$ cat config.mk
export PLATFORM = sky130hd
export DESIGN_NAME = swrl_front
export DESIGN_NICKNAME = d
export VERILOG_FILES = /design/src/rtl/core/swrl_pkg.sv /design/src/rtl/core/swrl_front.sv
export SDC_FILE = /design/constraint.sdc
export NUM_CORES = 1
export LEC_CHECK = 0
export BUFFER_PORTS_ARGS = -buffer_cell sky130_fd_sc_hd__buf_2
export CAP_MARGIN = 10
export CORE_UTILIZATION = 50
export DETAILED_ROUTE_END_ITERATION = 10
export PLACE_DENSITY = 0.79
export SETUP_SLACK_MARGIN = 0.02
export SLEW_MARGIN = 10
export SYNTH_ARGS = -nofsm -noshare
export SYNTH_HDL_FRONTEND = slang
export SYNTH_SLANG_ARGS = --single-unit
$ cat constraint.sdc
create_clock -name clk -period 2.8 [get_ports clk]
set_input_delay 0.42 -clock clk [delete_from_list [all_inputs] [get_ports clk]]
set_output_delay 0.42 -clock clk [all_outputs]
set_load 0.005 [all_outputs]
$ cat src/rtl/core/swrl_pkg.sv
package swrl_pkg;

  localparam int CLIENTS = 16;
  localparam int ENTRIES = 16;
  localparam int DEPTH = CLIENTS * ENTRIES;

  localparam int CLIENT_W = (CLIENTS > 1) ? $clog2(CLIENTS) : 1;
  localparam int SLOT_W = (ENTRIES > 1) ? $clog2(ENTRIES) : 1;
  localparam int CNT_W = $clog2(ENTRIES + 1);
  localparam int ADDR_W = (DEPTH > 1) ? $clog2(DEPTH) : 1;

  localparam int CFG_INDEX_W = 1;
  localparam int CFG_DATA_W = 32;
  localparam logic [CFG_INDEX_W-1:0] REG_DEFAULT_LIMIT = 1'd0;
  localparam logic [CFG_INDEX_W-1:0] REG_WINDOW_LENGTH = 1'd1;

  localparam logic [4:0] DEFAULT_LIMIT_RESET = 5'd10;
  localparam logic [31:0] WINDOW_LENGTH_RESET = 32'd1000;

  typedef struct packed {
    logic [3:0]  client_index;
    logic [4:0]  request_limit;
    logic [31:0] now_time;
  } req_t;

  typedef struct packed {
    logic       allowed;
    logic [4:0] in_window_count;
  } rsp_t;

  typedef struct packed {
    logic [CLIENT_W-1:0] client;
    logic [CNT_W-1:0]    limit;
    logic [31:0]         now;
  } cmd_t;

  typedef enum logic [1:0] {
    S_IDLE,
    S_PROBE,
    S_COMPARE,
    S_DECIDE
  } state_t;

  // Client index reduced modulo CLIENTS through a sixteen-entry table.
  function automatic logic [CLIENT_W-1:0] client_of(input logic [3:0] idx);
    logic [CLIENT_W-1:0] r;
    r = '0;
    for (int v = 0; v < 16; v++) begin
      if (idx == 4'(v)) begin
        r = CLIENT_W'(v % CLIENTS);
      end
    end
    return r;
  endfunction

endpackage

$ cat src/rtl/core/swrl_front.sv
module swrl_front
  import swrl_pkg::*;
(
  input  logic       clk,
  input  logic       rst,
  input  logic       push,
  output logic       full,
  input  req_t       request,
  input  logic [4:0] default_limit,
  output logic       cmd_valid,
  output cmd_t       cmd,
  input  logic       cmd_take
);

  cmd_t       buf_q [2];
  logic       wr_ptr;
  logic       rd_ptr;
  logic [1:0] cnt;
  logic       do_push;
  logic [4:0] raw_limit;
  cmd_t       cmd_in;

  assign full = (cnt == 2'd2);
  assign cmd_valid = (cnt != 2'd0);
  assign cmd = buf_q[rd_ptr];
  assign do_push = push && !full;

  // A zero request limit selects the default, and the result saturates at the ring depth.
  always_comb begin
    raw_limit = (request.request_limit != 5'd0) ? request.request_limit : default_limit;
    cmd_in.client = client_of(request.client_index);
    if (32'(raw_limit) > ENTRIES) begin
      cmd_in.limit = CNT_W'(ENTRIES);
    end else begin
      cmd_in.limit = CNT_W'(raw_limit);
    end
    cmd_in.now = request.now_time;
  end

  always_ff @(posedge clk) begin
    if (do_push) begin
      buf_q[wr_ptr] <= cmd_in;
    end
  end

  always_ff @(posedge clk) begin
    if (rst) begin
      wr_ptr <= 1'b0;
      rd_ptr <= 1'b0;
      cnt <= 2'd0;
    end else begin
      if (do_push) begin
        wr_ptr <= ~wr_ptr;
      end
      if (cmd_take) begin
        rd_ptr <= ~rd_ptr;
      end
      if (do_push && !cmd_take) begin
        cnt <= cnt + 2'd1;
      end else if (!do_push && cmd_take) begin
        cnt <= cnt - 2'd1;
      end
    end
  end

endmodule

==> results of run 1 <==
[cells by family after synthesis]
kind of cell	after synthesis	share of synthesized area [%]
DFF	87	78.62
muxes	41	14.16
and+or+nand+nor	16	2.687
buffers and inverters	14	1.804
AOI/OAI and AO/OA	9	1.536
xor gates and xnor gates	3	0.8063
adders and majority gates	1	0.3838
[routing by layer]
layer	GRT usage [%]	vias to the layer above	wire [µm]
met5	0	-	0
met2	27.30	64	2703
li1	-	851	-
met4	9.138	0	61
met1	20.33	835	2336
met3	3.846	7	313
[power by group]
group	switching (mW)	internal, mW
sequential	0.0397	1.57
clock	0.417	0.318
combinational	0.200	0.208
[per-stage QoR]
step | cells | hold WS (ns) | utilization, % | setup WS [ns] | power (mW)
3_5_place_dp | 335 | 0.5059 | 60.72 | 0.9246 | 2.060
6_report | 351 | 0.2643 | 63.34 | 0.7622 | 2.755
2_1_floorplan | 171 | 0.4516 | - | 0.7718 | 1.856
5_1_grt | 351 | 0.2501 | 63.34 | 0.6594 | 2.884
3_3_place_gp | 335 | 0.4684 | 60.72 | 0.9585 | 2.041
4_1_cts | 351 | 0.2502 | 63.34 | 0.7131 | 2.782
[registers in the layout (all words and copies together) (netlist names), named ones only]
register	cells
buf_q	82
cnt	2
rd_ptr	1
wr_ptr	1
[placed cells by master (no fill, tap or decap), types with 3 or more instances in the layout]
| cell | n |
|---|---|
| a21oi_1 | 5 |
| buf_2 | 92 |
| clkbuf_8 | 9 |
| dfxtp_1 | 4 |
| edfxtp_1 | 82 |
| inv_1 | 4 |
| mux2_1 | 3 |
| mux2_2 | 38 |
| nor2_1 | 6 |
[layout make-up]
cell class / instances / area share (%)
flip-flops and latches: 87 / 64.11
inverters: 5 / 0.4693
multi-input cells: 70 / 15.99
well taps: 77 / 2.409
repair buffers: 96 / 12.89
clock inverters: 6 / 0.9387
clock buffers: 10 / 3.191
[worst max-delay path by stage]
stage | endpoint | depth (start not counted) | slack, ns
2_1_floorplan | buf_q[0][0] | 3 | 0.77
3_3_place_gp | buf_q[0][20] | 5 | 0.96
3_5_place_dp | buf_q[0][10] | 5 | 0.92
4_1_cts | cmd[36] | 3 | 0.71
5_1_grt | cmd[27] | 3 | 0.66
6_report | cmd[23] | 3 | 0.76
==> results.py, run 1 <==
metrics = {
    "status": {
        "status": "completed",
    },
    "floorplanning": {
        "num_rows": 29,
        "start_util_pct": 51.63,
        "dieArea_um2": 6846,
        "die_h_um": 82.74,
        "design.portCount": 93,
        "die_w_um": 82.74,
        "coreArea_um2": 6314,
    },
    "clocking": {
        "insertion_delay_ns": 0.34,
        "clk_pin_slew_ns": 0.08,
        "cts_setup_buffers": 0,
        "hold_buffers": 0,
        "cts_tree": "built",
        "htreeDepth": 3,
        "cts_buffers": 9,
        "cts-root-buf": "clkbuf_8",
        "cts_sinks": 87,
        "cts_resized": 0,
        "cts.path.max_buffers": 2,
    },
    "power_and_ir_drop": {
        "vdd_drop_max_v": 0.0003839,
        "power_density_nw_per_um2": 688.9,
        "leakage_nw": 1.528,
    },
    "place": {
        "place_area_um2": 3834,
        "hpwl_um": 3735,
        "place_congestion": 0.6908,
        "port_buffers": 92,
    },
    "setup_path": {
        "r2r_slack_ns": 1.03,
        "slowest_delay_ns": 0.54,
        "critPathTopFamily": "flip-flops",
        "critPathSlowestCell": "dfxtp_2",
        "start_kind": "flop",
        "cp_cell_sequence": "buf_12, mux2_2, buf_2",
        "endpoint_kind": "output pin",
        "r2r_cells": 4,
        "cp_max_fo": 29,
        "critPathArrivalTime_ns": 1.62,
        "critPathKind": "flop to output pin",
        "worstReg2RegStart": "cnt[1]",
        "worst_ep_required_time_ns": 2.38,
        "worst-path-buf-inv": 2,
        "r2r_end": "buf_q[0][18]",
    },
    "yosys": {
        "yosysSeqAreaShare_pct": 78.62,
        "synth_area_leaders": "edfxtp_1 76%, mux2_2 13%, dfxtp_1 3.1%",
        "ys_types": 22,
        "synth_top_area_share_pct": 75.55,
        "netlist_area_um2": 3259,
        "synth_cells": 171,
        "yosysWarningCount": 0,
        "synth_nets": 222,
        "yosysMostFrequentCell": "edfxtp_1",
        "synth_ff_type": "edfxtp_1",
        "yosysTopAreaCell": "edfxtp_1",
        "synth_seq_cells": 87,
        "synth_edf_count": 82,
        "post_synth.cell_area_avg_um2": 19.06,
        "synthTopCellsByCount": "82 x edfxtp_1, 38 x mux2_2, 6 x nor2_1",
        "async_flop_share_pct": 0,
    },
    "layout": {
        "layout.nets": 320,
        "syn2layout_area_growth_pct": 22.69,
        "fill_cells": 484,
        "multi_input_area_um2": 639.4,
        "drive_gt1_share_pct": 56.20,
        "n_antenna_cell": 0,
        "regArea_um2": 2564,
        "design_area_um2": 3999,
    },
    "min_path": {
        "hold_start": "request[27]",
        "hp-class": "primary input to flop",
        "hold_end": "buf_q[0][27]",
        "holdPathStages": 1,
    },
    "sta": {
        "timing.slew.headroom_pct": 75.28,
        "setup_viol": 0,
        "rsz0062_at_grt": "no",
        "timing.fmax_ghz": 0.4907,
        "clock_skew_ns": 0.007026,
        "hold_viol": 0,
        "layout_min_cycle_time_ns": 2.038,
        "post-route-period-util_pct": 72.78,
        "fin_setup_tns_ns": 0,
        "worst_slew_pin_slew_ns": 0.3703,
        "slew_viol_final": 0,
    },
    "drt": {
        "wl_um": 5415,
        "firstDrtPassIters": 4,
        "routedWlPerCell_um": 15.43,
        "avgViaCountPerCell": 5.006,
        "vias": 1757,
        "dr.first_iter.drc_count": 101,
        "drc": 0,
        "postRouteAntennaNets": 0,
    },
    "global_route": {
        "grt_pass1_wl_um": 7976,
        "grt_max_degree": 31,
        "grt-ovfl-total": 0,
        "grt_use_total_pct": 16.64,
        "grt_pass1_vias": 1740,
        "antenna_found_initial": 0,
    },
    "run": {
        "max_cap_viol_count": 0,
    },
}
Power figures use the tool's default switching activity.
==> inputs of run 2 (changes only) <==
Settings changed: CORE_UTILIZATION 50 to 46, PLACE_DENSITY 0.79 to 0.77.
Clock period 2.8 ns to 1.8 ns, I/O delays scaled along.
==> run 2 against run 1 <==
  * Clock-buffer cell count down 1
  * Via count grew 1.7%
  * Highest routed layer unchanged
  * Sequential cell count unchanged
  * Critical path type unchanged
  * Non-clock buffer count rose by 2
  * Sequential share of layout area down 0.67 points
  * First-iteration DRC count decreased by 62%
  * Largest power group unchanged
  * Final area is 1.1% higher
  * Setup slack got worse by 0.62 ns
==> results.py, run 2 (synthesis gave the netlist of run 1 again) <==
metrics = {
    "global_route": {
        "antenna_found_initial": 0,
        "grt-ovfl-total": 0,
        "grt_use_total_pct": 15.71,
        "grt_pass1_vias": 1806,
        "grt_max_degree": 31,
        "grt_pass1_wl_um": 8376,
    },
    "setup_path": {
        "worstReg2RegStart": "cnt[1]",
        "cp_cell_sequence": "buf_12, mux2_2, buf_2",
        "r2r_slack_ns": 0.26,
        "slowest_delay_ns": 0.36,
        "critPathKind": "flop to output pin",
        "cp_max_fo": 30,
        "r2r_cells": 5,
        "endpoint_kind": "output pin",
        "critPathArrivalTime_ns": 1.39,
        "worst_ep_required_time_ns": 1.53,
        "endpoint": "cmd[18]",
        "start_kind": "flop",
        "critPathSlowestCell": "mux2_2",
        "r2r_end": "cnt[1]",
    },
    "power_and_ir_drop": {
        "internal_power_mw": 3.265,
        "power_density_nw_per_um2": 1053,
        "p_switching_mw": 0.9916,
        "vdd_drop_max_v": 0.0005573,
        "clkPwrFrac_pct": 25.6,
        "p_seq_share_pct": 58.8,
        "power_frac_comb_pct": 15.6,
        "switching_share_pct": 23.30,
        "leakage_nw": 1.543,
        "p_total_mw": 4.256,
    },
    "drt": {
        "firstDrtPassIters": 4,
        "drc": 0,
        "routedWlPerCell_um": 14.74,
        "vias": 1787,
        "dr.first_iter.drc_count": 38,
        "postRouteAntennaNets": 0,
        "avgViaCountPerCell": 4.817,
        "wl_um": 5468,
    },
    "sta": {
        "timing.fmax_ghz": 0.6028,
        "worst_slew_pin_slew_ns": 0.2653,
        "setup_viol": 0,
        "fin_setup_tns_ns": 0,
        "clock_skew_ns": 0.004394,
        "slew_viol_final": 0,
        "hold_viol": 0,
        "timing.slew.headroom_pct": 82.25,
        "post-route-period-util_pct": 92.16,
        "rsz0062_at_grt": "no",
        "layout_min_cycle_time_ns": 1.659,
    },
    "clocking": {
        "htreeDepth": 3,
        "cts_resized": 0,
        "cts_sinks": 87,
        "cts_tree": "built",
        "cts_buffers": 9,
        "insertion_delay_ns": 0.34,
        "cts.path.max_buffers": 2,
        "hold_buffers": 0,
        "cts_setup_buffers": 0,
        "cts-root-buf": "clkbuf_8",
        "clk_pin_slew_ns": 0.08,
    },
    "run": {
        "max_cap_viol_count": 0,
    },
    "floorplanning": {
        "die_h_um": 86.18,
        "dieArea_um2": 7426,
        "die_w_um": 86.18,
        "design.portCount": 93,
        "num_rows": 30,
        "start_util_pct": 47.71,
        "coreArea_um2": 6832,
    },
    "status": {
        "status": "completed",
    },
    "layout": {
        "top_register": "buf_q",
        "utilization_pct": 59.16,
        "syn2layout_area_growth_pct": 23.99,
        "final_common_cell": "buf_2",
        "reg_top3": "buf_q: 82 flops, cnt: 2 flops",
        "largest_reg_flops": 82,
        "layout.nets": 322,
        "fill_cells": 558,
        "drive_gt1_share_pct": 56.73,
        "layout_common_cells": "92 x buf_2, 82 x edfxtp_1, 38 x mux2_2",
        "n_antenna_cell": 0,
    },
    "place": {
        "port_buffers": 92,
        "place_congestion": 0.6889,
        "hpwl_um": 3778,
    },
    "min_path": {
        "hp-class": "primary input to flop",
    },
}
==> run 2: per-stage QoR <==
step	cell area [µm²]	setup WS [ns]	cells	hold slack [ns]
after floorplan	3264	0.1417	171	0.3391
after global placement	3889	0.3472	356	0.4578
after detailed placement	3889	0.2850	356	0.4635
after CTS	4041	0.1104	371	0.09446
after global routing	4041	0.07254	371	0.09208
final	4041	0.1411	371	0.1148
==> run 2: per-layer routing <==
layer,global-route usage (%),wire (µm),vias up
met5,0,0,-
met4,9.545,119,0
met3,3.810,251,9
met2,27.34,2812,57
met1,17.44,2284,869
li1,-,-,852
==> run 2: power groups by stage <==
stage | Clock, mW | Sequential (mW) | Combinational (mW)
3_5_place_dp | 0 | 2.55 | 0.677
6_report | 1.09 | 2.50 | 0.664
5_1_grt | 1.22 | 2.52 | 0.731
2_1_floorplan | 0 | 2.53 | 0.357
4_1_cts | 1.14 | 2.50 | 0.681
3_3_place_gp | 0 | 2.53 | 0.663
==> run 2: critical path, delay by kind of cell (launching register included) <==
kind     cells  cell delay (ns)
flops        1             0.35
mux          1             0.36
buf+inv      2             0.33
==> run 2: worst min path at each step <==
stage	from	endpoint	cells after the start
after floorplan	rst	cnt[1]	1
after global placement	request[5]	buf_q[0][5]	1
after detailed placement	request[12]	buf_q[0][12]	1
after CTS	request[3]	buf_q[1][3]	1
after global routing	request[11]	buf_q[1][11]	1
final	request[3]	buf_q[1][3]	1
==> run 2: layout make-up <==
cell class | count | area [µm²] | area share [%]
flip-flops and latches | 87 | 2564 | 63.44
inverters | 5 | 22.52 | 0.5573
multi-input cells | 70 | 639.4 | 15.82
well taps | 96 | 120.1 | 2.972
repair buffers | 98 | 543.0 | 13.44
clock buffers | 9 | 123.9 | 3.065
clock inverters | 6 | 28.78 | 0.7121
==> inputs of run 3 (changes only) <==
Settings changed: ABC_AREA set to 1, PLACE_DENSITY 0.77 to 0.76.
==> run 3 against run 2 <==
  * Register-to-register slack lost 0.09 ns
  * Hold slack lost 0.0044 ns
  * Sequential cell count is the same
  * Critical path depth is the same
  * Die area grew 2.5%
  * Largest power group unchanged
==> results.py, run 3 <==
metrics = {
    "status": {
        "status": "completed",
    },
    "setup_path": {
        "critPathKind": "flop to output pin",
        "cp_max_fo": 16,
        "endpoint_kind": "output pin",
        "worstReg2RegStart": "cnt[1]",
        "critPathArrivalTime_ns": 1.39,
        "worst_ep_required_time_ns": 1.53,
        "start_kind": "flop",
    },
    "global_route": {
        "grt_use_total_pct": 14.48,
        "grt_max_degree": 42,
        "antenna_found_initial": 0,
        "grt-ovfl-total": 0,
        "grt_pass1_vias": 1799,
        "grt_pass1_wl_um": 8079,
    },
    "run": {
        "max_cap_viol_count": 0,
    },
    "power_and_ir_drop": {
        "leakage_nw": 1.601,
        "power_density_nw_per_um2": 1075,
        "vdd_drop_max_v": 0.0005514,
    },
    "sta": {
        "rsz0062_at_grt": "no",
        "post-route-period-util_pct": 92.38,
        "layout_min_cycle_time_ns": 1.663,
        "hold_viol": 0,
        "setup_ws_ns": 0.1371,
        "timing.fmax_ghz": 0.6014,
        "timing.slew.headroom_pct": 79.53,
        "slew_viol_final": 0,
        "fin_setup_tns_ns": 0,
        "setup_viol": 0,
        "clock_skew_ns": 0.005163,
        "worst_slew_pin_slew_ns": 0.3070,
    },
    "min_path": {
        "hold_start": "request[20]",
        "hp-class": "primary input to flop",
    },
    "floorplanning": {
        "num_rows": 30,
        "design.portCount": 93,
        "start_util_pct": 48.42,
        "die_h_um": 87.27,
        "coreArea_um2": 6907,
        "die_w_um": 87.27,
        "dieArea_um2": 7615,
    },
    "clocking": {
        "insertion_delay_ns": 0.34,
        "cts-root-buf": "clkbuf_8",
        "clk_pin_slew_ns": 0.08,
        "hold_buffers": 0,
        "cts_sinks": 87,
        "cts_resized": 0,
        "cts.path.max_buffers": 2,
        "cts_setup_buffers": 0,
        "cts_tree": "built",
        "cts_buffers": 9,
        "htreeDepth": 3,
    },
    "drt": {
        "routedWlPerCell_um": 13.90,
        "avgViaCountPerCell": 4.693,
        "dr.first_iter.drc_count": 61,
        "postRouteAntennaNets": 0,
        "wl_um": 5336,
        "firstDrtPassIters": 4,
        "vias": 1802,
        "drc": 0,
    },
    "yosys": {
        "synth_xor_xnor_area_share_pct": 0.2619,
        "async_flop_share_pct": 0,
        "synth_seq_cells": 87,
        "synth_compound_area_share_pct": 2.282,
        "post_synth.cell_area_avg_um2": 18.18,
        "synth_cells": 184,
        "ys_types": 22,
        "synth_nets": 235,
        "yosys.area_share.simple_pct": 2.843,
        "synth_edf_count": 82,
        "synthAdderAreaFrac_pct": 0.3741,
        "synthMuxAreaShare_pct": 14.14,
        "synth_top_family_by_area": "multiplexers",
        "netlist_area_um2": 3344,
        "synthTopCellsByCount": "82 x edfxtp_1, 38 x mux2_2, 11 x inv_1",
        "yosysWarningCount": 0,
        "yosysTopAreaCell": "edfxtp_1",
        "synth_top_area_share_pct": 73.63,
        "yosysMostFrequentCell": "edfxtp_1",
        "yosysSeqAreaShare_pct": 76.62,
        "synth_ff_type": "edfxtp_1",
        "synth_area_leaders": "edfxtp_1 74%, mux2_2 13%, dfxtp_1 3.0%",
    },
    "layout": {
        "layout.nets": 334,
        "top_register": "buf_q",
        "reg_top3": "buf_q: 82 flops, cnt: 2 flops",
        "final_common_cell": "buf_2",
        "syn2layout_area_growth_pct": 24.09,
        "largest_reg_flops": 82,
        "stdcell_count": 384,
        "drive_gt1_share_pct": 55.90,
        "layout_common_cells": "92 x buf_2, 82 x edfxtp_1, 38 x mux2_2",
        "n_antenna_cell": 0,
    },
    "place": {
        "hpwl_um": 3569,
        "dpl.cell_count": 368,
        "place_congestion": 0.6822,
        "port_buffers": 92,
        "dp_slack_ns": 0.1824,
    },
}
## run 3: path summary, 6_finish.rpt
path | to | slack, ns | depth (start not counted)
max | cmd[14] | 0.14 | 3
max reg2reg | cnt[1] | 0.17 | 8
min reg2reg | rd_ptr | 0.52 | 2
min | buf_q[0][20] | 0.11 | 1
## run 3: stage by stage
step	hold WS (ns)	util [%]	area [µm²]	power [mW]
CTS	0.08960	60.04	4146	4.525
global placement	0.4581	56.94	3933	3.072
floorplan	0.3424	-	3359	2.832
finish	0.1103	60.09	4150	4.463
global route	0.08441	60.09	4150	4.664
detailed placement	0.4620	56.94	3933	3.097
## run 3: logic make-up (layout without fill, tap and decap cells)
logic type,Yosys count,count (layout)
adder cells (fa/ha/maj),1,1
flip-flops,87,87
AND/OR/NAND/NOR,21,21
XOR/XNOR,1,1
buffers and inverters,21,125
multiplexers,41,41
AO/OA/AOI/OAI,12,12
## run 3: critical path, cell delays in order, from the launching register on
cell	delay [ns]
dfxtp_2	0.37
buf_6	0.20
mux2_2	0.35
buf_2	0.13
## run 3: routing by layer
layer  share of wire (%)  GRT usage [%]  vias up
li1                    -              -      888
met2                  53          26.07       49
met3                 5.5          4.739        2
met4                0.77          5.663        0
met1                  40          15.75      863
met5                   0              0        -
## run 3: cell type report
class	count	area, µm²
Sequential cell	87	2564
Inverter	12	45.04
Timing Repair Buffer	97	526.8
Clock buffer	11	131.4
Fill cell	573	2756
Multi-Input combinational cell	76	680.7
Clock inverter	5	82.58
Tap cell	96	120.1
## run 3: where the power goes
| group | total, mW | switching (mW) | internal, mW |
|---|---|---|---|
| clock network | 1.43 | 0.645 | 0.782 |
| registers | 2.45 | 0.0405 | 2.40 |
| logic | 0.591 | 0.291 | 0.300 |
| total | 4.46 | 0.976 | 3.49 |
